$ cat config.mk
export PLATFORM = sky130hd
export DESIGN_NAME = mpp_ctrl
export DESIGN_NICKNAME = d
export VERILOG_FILES = /design/src/hdl/mpp_pkg.sv /design/src/hdl/mpp_ctrl.sv
export SDC_FILE = /design/constraint.sdc
export NUM_CORES = 1
export LEC_CHECK = 0
export ABC_AREA = 1
export ABC_CLOCK_PERIOD_IN_PS = 2400
export BUFFER_PORTS_ARGS = -buffer_cell sky130_fd_sc_hd__buf_2
export CELL_PAD_IN_SITES_DETAIL_PLACEMENT = 1
export CELL_PAD_IN_SITES_GLOBAL_PLACEMENT = 2
export CORE_MARGIN = 4
export CORE_UTILIZATION = 25
export CTS_BUF_LIST = sky130_fd_sc_hd__clkbuf_8
export CTS_CLUSTER_SIZE = 40
export DETAILED_ROUTE_END_ITERATION = 6
export PLACE_DENSITY_LB_ADDON = 0.1
export SKIP_LAST_GASP = 1
export SLEW_MARGIN = 25
export SYNTH_ARGS = -nofsm -noshare
export SYNTH_HDL_FRONTEND = slang
export SYNTH_SLANG_ARGS = --single-unit
$ cat constraint.sdc
create_clock -name clk -period 2.4 [get_ports clk]
set_clock_uncertainty 0.05 [all_clocks]
set_input_delay 0.6 -clock clk [delete_from_list [all_inputs] [get_ports clk]]
set_output_delay 0.6 -clock clk [all_outputs]
set_load 0.02 [all_outputs]
$ cat src/hdl/mpp_pkg.sv
// ----------------------------------------------------------------------------
// mpp_pkg: shared types and constants of the max-plus matrix power unit
// Entry format, action codes, bank identifiers and the command and status
// bundles that pass between the controller and the datapath.
// ----------------------------------------------------------------------------
package mpp_pkg;

    localparam int MAX_STATES_DEF = 32;

    localparam int SIZE_W = 6;
    localparam int IDX_PORT_W = 5;
    localparam int WGT_W = 16;
    localparam int EXP_W = 48;
    localparam int VAL_W = 62;
    localparam int ENT_W = VAL_W + 1;

    localparam logic [SIZE_W-1:0] SIZE_RESET = 6'd32;

    // action codes of an input word
    localparam logic [1:0] ACT_LOAD = 2'd0;
    localparam logic [1:0] ACT_COMPUTE = 2'd1;
    localparam logic [1:0] ACT_READ = 2'd2;

    // storage banks: three rotating work banks and the edge bank
    localparam int NUM_BANKS = 4;
    localparam logic [1:0] BANK_W0 = 2'd0;
    localparam logic [1:0] BANK_W1 = 2'd1;
    localparam logic [1:0] BANK_W2 = 2'd2;
    localparam logic [1:0] BANK_EDGE = 2'd3;

    typedef struct packed {
        logic       mul;       // multiply step issued this cycle
        logic       rd;        // result read issued this cycle
        logic       first;     // first term of a dot product
        logic       last;      // last term of a dot product
        logic       a_ident;   // left operand is the identity matrix
        logic       diag;      // identity diagonal hit for this term or read
        logic       rd_area;   // read lies inside the computed square
        logic [1:0] a_bank;
        logic [1:0] b_bank;
        logic [1:0] dst_bank;
        logic       edge_we;   // load one edge entry
        logic       edge_clr;  // clear one edge entry
    } mpp_cmd_t;

    typedef struct packed {
        logic out_full;        // output word waits to be taken
    } mpp_sts_t;

endpackage

$ cat src/hdl/mpp_ctrl.sv
// ----------------------------------------------------------------------------
// mpp_ctrl: sequencer of the max-plus matrix power unit
// Clears the edge bank after reset, takes input words, walks the exponent
// bits and issues one multiply term per cycle over the active square.
// ----------------------------------------------------------------------------
module mpp_ctrl #(
    parameter int MAX_STATES = mpp_pkg::MAX_STATES_DEF,
    localparam int DEPTH = MAX_STATES * MAX_STATES,
    localparam int AW = $clog2(DEPTH)
) (
    input  logic                           clk,
    input  logic                           rst_n,
    input  logic                           cfg_write,
    input  logic [mpp_pkg::SIZE_W-1:0]     cfg_data,
    input  logic                           in_valid,
    output logic                           in_stall,
    input  logic [1:0]                     action,
    input  logic [mpp_pkg::IDX_PORT_W-1:0] row,
    input  logic [mpp_pkg::IDX_PORT_W-1:0] col,
    input  logic [mpp_pkg::EXP_W-1:0]      exponent,
    input  mpp_pkg::mpp_sts_t              sts,
    output mpp_pkg::mpp_cmd_t              cmd,
    output logic [AW-1:0]                  a_addr,
    output logic [AW-1:0]                  b_addr,
    output logic [AW-1:0]                  d_addr,
    output logic [AW-1:0]                  e_addr
);
    import mpp_pkg::*;

    localparam int IW = $clog2(MAX_STATES);
    localparam int NW = $clog2(MAX_STATES + 1);

    typedef enum logic [5:0] {
        ST_CLEAR = 6'b000001,
        ST_IDLE  = 6'b000010,
        ST_READ  = 6'b000100,
        ST_PLAN  = 6'b001000,
        ST_MUL   = 6'b010000,
        ST_DRAIN = 6'b100000
    } state_t;

    typedef enum logic [2:0] {
        K_INIT = 3'b001,
        K_PMUL = 3'b010,
        K_SQ   = 3'b100
    } kind_t;

    state_t            state_reg, state_next;
    kind_t             kind_reg, kind_next;
    logic [AW-1:0]     clr_reg, clr_next;
    logic [SIZE_W-1:0] size_reg;
    logic [NW-1:0]     n_reg, n_next;
    logic [NW-1:0]     n_act;
    logic [EXP_W-1:0]  rem_reg, rem_next;
    logic              init_reg, init_next;
    logic              pid_reg, pid_next;
    logic [1:0]        p_reg, p_next;
    logic [1:0]        s_reg, s_next;
    logic [1:0]        t_reg, t_next;
    logic [IW-1:0]     i_reg, i_next;
    logic [IW-1:0]     j_reg, j_next;
    logic [IW-1:0]     k_reg, k_next;
    logic [1:0]        drain_reg, drain_next;

    logic              accept;
    logic              in_range;
    logic [IW-1:0]     row_idx;
    logic [IW-1:0]     col_idx;
    logic              last_i;
    logic              last_j;
    logic              last_k;

    function automatic logic [AW-1:0] entry_addr(input logic [IW-1:0] r, input logic [IW-1:0] c);
        entry_addr = AW'(r) * AW'(MAX_STATES) + AW'(c);
    endfunction

    // clamp the configured size to the storage, a size of zero counting as one
    always_comb
    begin
        if (size_reg == '0)
        begin
            n_act = NW'(1);
        end
        else if (int'(size_reg) > MAX_STATES)
        begin
            n_act = NW'(MAX_STATES);
        end
        else
        begin
            n_act = NW'(size_reg);
        end
    end

    assign in_stall = (state_reg != ST_IDLE) || sts.out_full;
    assign accept = in_valid && !in_stall;
    assign in_range = (int'(row) < MAX_STATES) && (int'(col) < MAX_STATES);
    assign row_idx = IW'(row);
    assign col_idx = IW'(col);
    assign last_k = (NW'(k_reg) + NW'(1)) == n_reg;
    assign last_j = (NW'(j_reg) + NW'(1)) == n_reg;
    assign last_i = (NW'(i_reg) + NW'(1)) == n_reg;

    // size register
    always_ff @(posedge clk or negedge rst_n)
    begin
        if (!rst_n)
        begin
            size_reg <= SIZE_RESET;
        end
        else if (cfg_write)
        begin
            size_reg <= cfg_data;
        end
    end

    always_ff @(posedge clk or negedge rst_n)
    begin
        if (!rst_n)
        begin
            state_reg <= ST_CLEAR;
            kind_reg <= K_INIT;
            clr_reg <= '0;
            n_reg <= NW'(MAX_STATES);
            rem_reg <= '0;
            init_reg <= 1'b0;
            pid_reg <= 1'b1;
            p_reg <= BANK_W0;
            s_reg <= BANK_W1;
            t_reg <= BANK_W2;
            i_reg <= '0;
            j_reg <= '0;
            k_reg <= '0;
            drain_reg <= '0;
        end
        else
        begin
            state_reg <= state_next;
            kind_reg <= kind_next;
            clr_reg <= clr_next;
            n_reg <= n_next;
            rem_reg <= rem_next;
            init_reg <= init_next;
            pid_reg <= pid_next;
            p_reg <= p_next;
            s_reg <= s_next;
            t_reg <= t_next;
            i_reg <= i_next;
            j_reg <= j_next;
            k_reg <= k_next;
            drain_reg <= drain_next;
        end
    end

    always_comb
    begin
        state_next = state_reg;
        kind_next = kind_reg;
        clr_next = clr_reg;
        n_next = n_reg;
        rem_next = rem_reg;
        init_next = init_reg;
        pid_next = pid_reg;
        p_next = p_reg;
        s_next = s_reg;
        t_next = t_reg;
        i_next = i_reg;
        j_next = j_reg;
        k_next = k_reg;
        drain_next = drain_reg;
        cmd = '0;
        a_addr = '0;
        b_addr = '0;
        d_addr = '0;
        e_addr = '0;

        unique case (state_reg)
            ST_CLEAR:
            begin
                // sweep the edge bank to minus infinity
                cmd.edge_clr = 1'b1;
                e_addr = clr_reg;
                clr_next = clr_reg + AW'(1);
                if (clr_reg == AW'(DEPTH - 1))
                begin
                    state_next = ST_IDLE;
                end
            end
            ST_IDLE:
            begin
                if (accept)
                begin
                    unique case (action)
                        ACT_LOAD:
                        begin
                            cmd.edge_we = in_range;
                            e_addr = entry_addr(row_idx, col_idx);
                        end
                        ACT_COMPUTE:
                        begin
                            n_next = n_act;
                            rem_next = exponent;
                            init_next = (exponent != '0);
                            pid_next = 1'b1;
                            state_next = ST_PLAN;
                        end
                        ACT_READ:
                        begin
                            cmd.rd = 1'b1;
                            cmd.a_bank = p_reg;
                            cmd.a_ident = pid_reg;
                            cmd.diag = (row == col);
                            cmd.rd_area = (int'(row) < int'(n_reg)) &&
                                          (int'(col) < int'(n_reg));
                            a_addr = entry_addr(row_idx, col_idx);
                            state_next = ST_READ;
                        end
                        default:
                        begin
                            state_next = ST_IDLE;
                        end
                    endcase
                end
            end
            ST_READ:
            begin
                state_next = ST_IDLE;
            end
            ST_PLAN:
            begin
                // pick the next product: edge copy, power update or squaring; back to idle when the exponent is used up
                i_next = '0;
                j_next = '0;
                k_next = '0;
                priority if (init_reg)
                begin
                    init_next = 1'b0;
                    kind_next = K_INIT;
                    state_next = ST_MUL;
                end
                else if (rem_reg == '0)
                begin
                    state_next = ST_IDLE;
                end
                else if (rem_reg[0])
                begin
                    kind_next = K_PMUL;
                    state_next = ST_MUL;
                end
                else
                begin
                    kind_next = K_SQ;
                    state_next = ST_MUL;
                end
            end
            ST_MUL:
            begin
                // issue one term of dst(i,j) = max over k of a(i,k) + b(k,j)
                cmd.mul = 1'b1;
                cmd.first = (k_reg == '0);
                cmd.last = last_k;
                cmd.dst_bank = t_reg;
                cmd.diag = (i_reg == k_reg);
                cmd.a_bank = (kind_reg == K_SQ) ? s_reg : p_reg;
                cmd.a_ident = (kind_reg == K_INIT) || ((kind_reg == K_PMUL) && pid_reg);
                cmd.b_bank = (kind_reg == K_INIT) ? BANK_EDGE : s_reg;
                a_addr = entry_addr(i_reg, k_reg);
                b_addr = entry_addr(k_reg, j_reg);
                d_addr = entry_addr(i_reg, j_reg);
                k_next = k_reg + IW'(1);
                if (last_k)
                begin
                    k_next = '0;
                    j_next = j_reg + IW'(1);
                    if (last_j)
                    begin
                        j_next = '0;
                        i_next = i_reg + IW'(1);
                        if (last_i)
                        begin
                            drain_next = '0;
                            state_next = ST_DRAIN;
                        end
                    end
                end
            end
            ST_DRAIN:
            begin
                // wait for the last write, then rotate the banks
                drain_next = drain_reg + 2'd1;
                if (drain_reg == 2'd2)
                begin
                    state_next = ST_PLAN;
                    if (kind_reg == K_PMUL)
                    begin
                        p_next = t_reg;
                        t_next = p_reg;
                        pid_next = 1'b0;
                        rem_next = {rem_reg[EXP_W-1:1], 1'b0};
                    end
                    else
                    begin
                        s_next = t_reg;
                        t_next = s_reg;
                        if (kind_reg == K_SQ)
                        begin
                            rem_next = {1'b0, rem_reg[EXP_W-1:1]};
                        end
                    end
                end
            end
            default:
            begin
                state_next = ST_IDLE;
            end
        endcase
    end

endmodule

==> flow_summary.json <==
{
  "clkPwrFrac_pct": 24.8,
  "timing.rr.start": "state_reg[3]$_DFFE_PN0P_",
  "drt-total-wl_um": 24100,
  "vdd_drop_max_mv": 0.2248,
  "die_x_um": 171.2,
  "fin_util_pct": 36.88,
  "initial_core_util_pct": 25.48,
  "seq_power_share_pct": 38.2,
  "core_um2": 26130,
  "final_area_um2": 9638,
  "instances_no_fill": 1440,
  "num_io_pins": 127,
  "r2r.worst_path.cells": 13,
  "r2r_slack_ps": 140,
  "die_h_um": 171.2,
  "drv_slew": 0,
  "dp_hpwl_um": 18140,
  "io_buffers": 126,
  "drtPass1Iterations": 4,
  "p_switching_mw": 1.744,
  "grt_pass1_wl_um": 38440,
  "hold_viol": 0,
  "leakage_nw": 4.606,
  "criticalPathCategory": "reg2out",
  "final_layout_size_suffix_gt1_share_pct": 33.94,
  "tightest_slew_ps": 453.7,
  "cp.required_ps": 1750,
  "synth-async-reset-ratio_pct": 100.0,
  "synth_area_um2": 6659,
  "insertion_delay_ps": 390,
  "comb_power_share_pct": 37.0,
  "clkTransAtPathRegs_ps": 110,
  "max_slew_margin_pct": 69.47,
  "status": "finished, violations left",
  "grt_start_max_net_pins": 62,
  "yosysSeqAreaShare_pct": 39.21,
  "num_vias": 6633,
  "clockBufferDepth": 2,
  "cp_cell_sequence": "inv_2 > ha_1 > o21ai_0 > nand2_1 > a21oi_2 > nor2_1 > o21ai_0 > nand3_1 > a21oi_2 > buf_4",
  "hold_class": "in2async",
  "p_int_mw": 3.278,
  "gp_congestion": 0.7891,
  "ys.flop_type": "dfrtp_1",
  "grt_antenna_before_repair": 0,
  "synthToLayoutAreaGrowth_pct": 44.74,
  "synth_edf_count": 0,
  "switching_share_pct": 34.73,
  "cts_tree": "built",
  "end_kind": "primary output",
  "grt_pass1_vias": 7021,
  "largest_register_ffs": 48,
  "clock-sinks": 104,
  "placed_area_um2": 8001,
  "die-area_um2": 29310,
  "power.density_nw_per_um2": 521.1,
  "grt-ovfl-total": 0,
  "layout_min_cycle_time_ps": 2668,
  "cp_num_buf_inv": 2,
  "ys_ff_latch": 104,
  "cts_root_buf": "clkbuf_8",
  "fin_ws_ps": -268.0,
  "syn_nets": 994,
  "yosysWarningCount": 0,
  "r2r_end": "state_reg[1]$_DFFE_PN0P_",
  "grtUsageTotal_pct": 16.67,
  "fmax_mhz": 374.8,
  "power_mw": 5.022,
  "fillCellCount": 3134,
  "diodes": 0,
  "rsz0062_at_grt": "true",
  "slowest_delay_ps": 400,
  "postSynthCellCount": 905,
  "maxCapViolCount": 0,
  "dp_cells": 1384,
  "numCtsBuffers": 9,
  "nets": 1189,
  "critPathTopFamily": "compound AO/OA/AOI/OAI gates",
  "timing.final.crit_share_pct": 111.2,
  "syn_avg_cell_area_um2": 7.358,
  "critPathArrivalTime_ps": 2020,
  "crit_fanout": 3,
  "drtIter0Drc": 219,
  "ant_nets": 0,
  "synth_cell_types": 42,
  "crit_slowest_cell": "dfrtp_1",
  "start_kind": "flip-flop",
  "setup_violations": 54,
  "ctsHoldBuffers": 0,
  "std_cell_rows": 59,
  "htree_levels": 3,
  "finalSetupTns_ps": -6862,
  "violations": "setup timing",
  "via_per_inst": 4.606,
  "wl_per_cell_um": 16.74,
  "remaining_drc_errors": 0
}
==> metal layers <==
metal	track usage [%]	share of wire (%)	up-vias
li1	-	-	3327
met1	22.06	46	3183
met2	28.57	49	100
met3	1.793	2.7	23
met4	5.512	2.3	0
met5	0	0	-
==> cell usage after synthesis (2+ instances only) <==
master / instances / area [µm²]
inv_1: 143 / 536.8
buf_4: 7 / 52.55
nor2_1: 61 / 229.0
a21oi_1: 13 / 65.06
xor2_1: 15 / 131.4
inv_2: 4 / 15.01
clkbuf_1: 10 / 37.54
nor2_4: 3 / 33.78
nand2_2: 2 / 12.51
xnor2_1: 4 / 35.03
nor4_1: 15 / 93.84
o221ai_1: 2 / 17.52
o22ai_1: 31 / 193.9
dfstp_2: 7 / 183.9
ha_1: 18 / 225.2
o21ai_0: 74 / 370.4
dfrtp_1: 97 / 2427
nor2_2: 3 / 18.77
nand2_1: 229 / 859.6
buf_1: 3 / 11.26
or2_2: 2 / 12.51
nand3_1: 51 / 255.2
nor3_1: 15 / 75.07
o21ai_1: 5 / 25.02
buf_6: 7 / 78.83
nand4_1: 18 / 112.6
buf_2: 11 / 55.05
o21ai_2: 41 / 359.1
==> how the worst max path moves through the flow <==
stage	start	endpoint	slack, ps	depth (start not counted)
finish	n_reg[1]$_DFFE_PN0P_	cmd[8]	-270	10
global route	n_reg[1]$_DFFE_PN0P_	cmd[8]	-460	9
CTS	n_reg[1]$_DFFE_PN0P_	cmd[8]	-330	10
detailed placement	col[1]	cmd[8]	-210	9
global placement	col[1]	cmd[8]	-250	9
floorplan	state_reg[3]$_DFFE_PN0P_	d_addr[0]	-10	8
==> through the flow <==
step	hold slack [ps]	worst slack [ps]
2_1_floorplan	254.4	-14.13
3_3_place_gp	417.2	-250.6
3_5_place_dp	432.0	-211.0
4_1_cts	45.00	-327.1
5_1_grt	52.27	-458.2
6_report	49.95	-268.0
==> power groups by stage <==
stage	Sequential, mW	Combinational (mW)	Clock, mW
floorplan	1.93	0.821	0
global placement	1.95	1.35	0
detailed placement	1.95	1.35	0
CTS	1.92	1.75	1.30
global route	1.94	2.03	1.38
finish	1.92	1.86	1.25
==> kinds of logic after synthesis <==
logic type	count (synthesis)	synth area share, %
adder cells (fa/ha/maj)	18	3.382
buffers and inverters	186	11.91
XOR/XNOR	19	2.499
multiplexers	1	0.1691
flip-flops	104	39.21
AND/OR/NAND/NOR	405	26.64
AO/OA/AOI/OAI	172	16.18
==> what timing repair did <==
item	in CTS	in global routing
buffers inserted	20	18
resized for setup	195	79
cloned	5	1
pin swaps	20	22
endpoints found under the setup margin	55	89
==> placed cells by master (no fill, tap or decap), types with 9 or more instances in the layout <==
cell type	count
o21ai_2	42
o21ai_0	65
buf_12	11
clkbuf_8	9
nor4_1	15
nor3_1	14
nor2_1	43
nor2_4	22
o22ai_4	16
buf_2	71
buf_4	67
nand3_1	48
buf_6	66
inv_1	139
nand4_1	18
xor2_1	15
nand2_1	222
ha_1	16
o22ai_1	13
dfrtp_1	95
==> final cells by class <==
class / instances / area (µm²) / share of cell area, %
sequential: 104 / 2614 / 27.12
clock buffer: 9 / 123.9 / 1.285
inverter: 148 / 568.0 / 5.894
multi-input combinational: 615 / 3850 / 39.95
clock inverter: 7 / 88.84 / 0.9217
tap: 335 / 419.2 / 4.349
timing repair buffer: 222 / 1974 / 20.49
No activity file was read; power rests on OpenSTA's default activity.
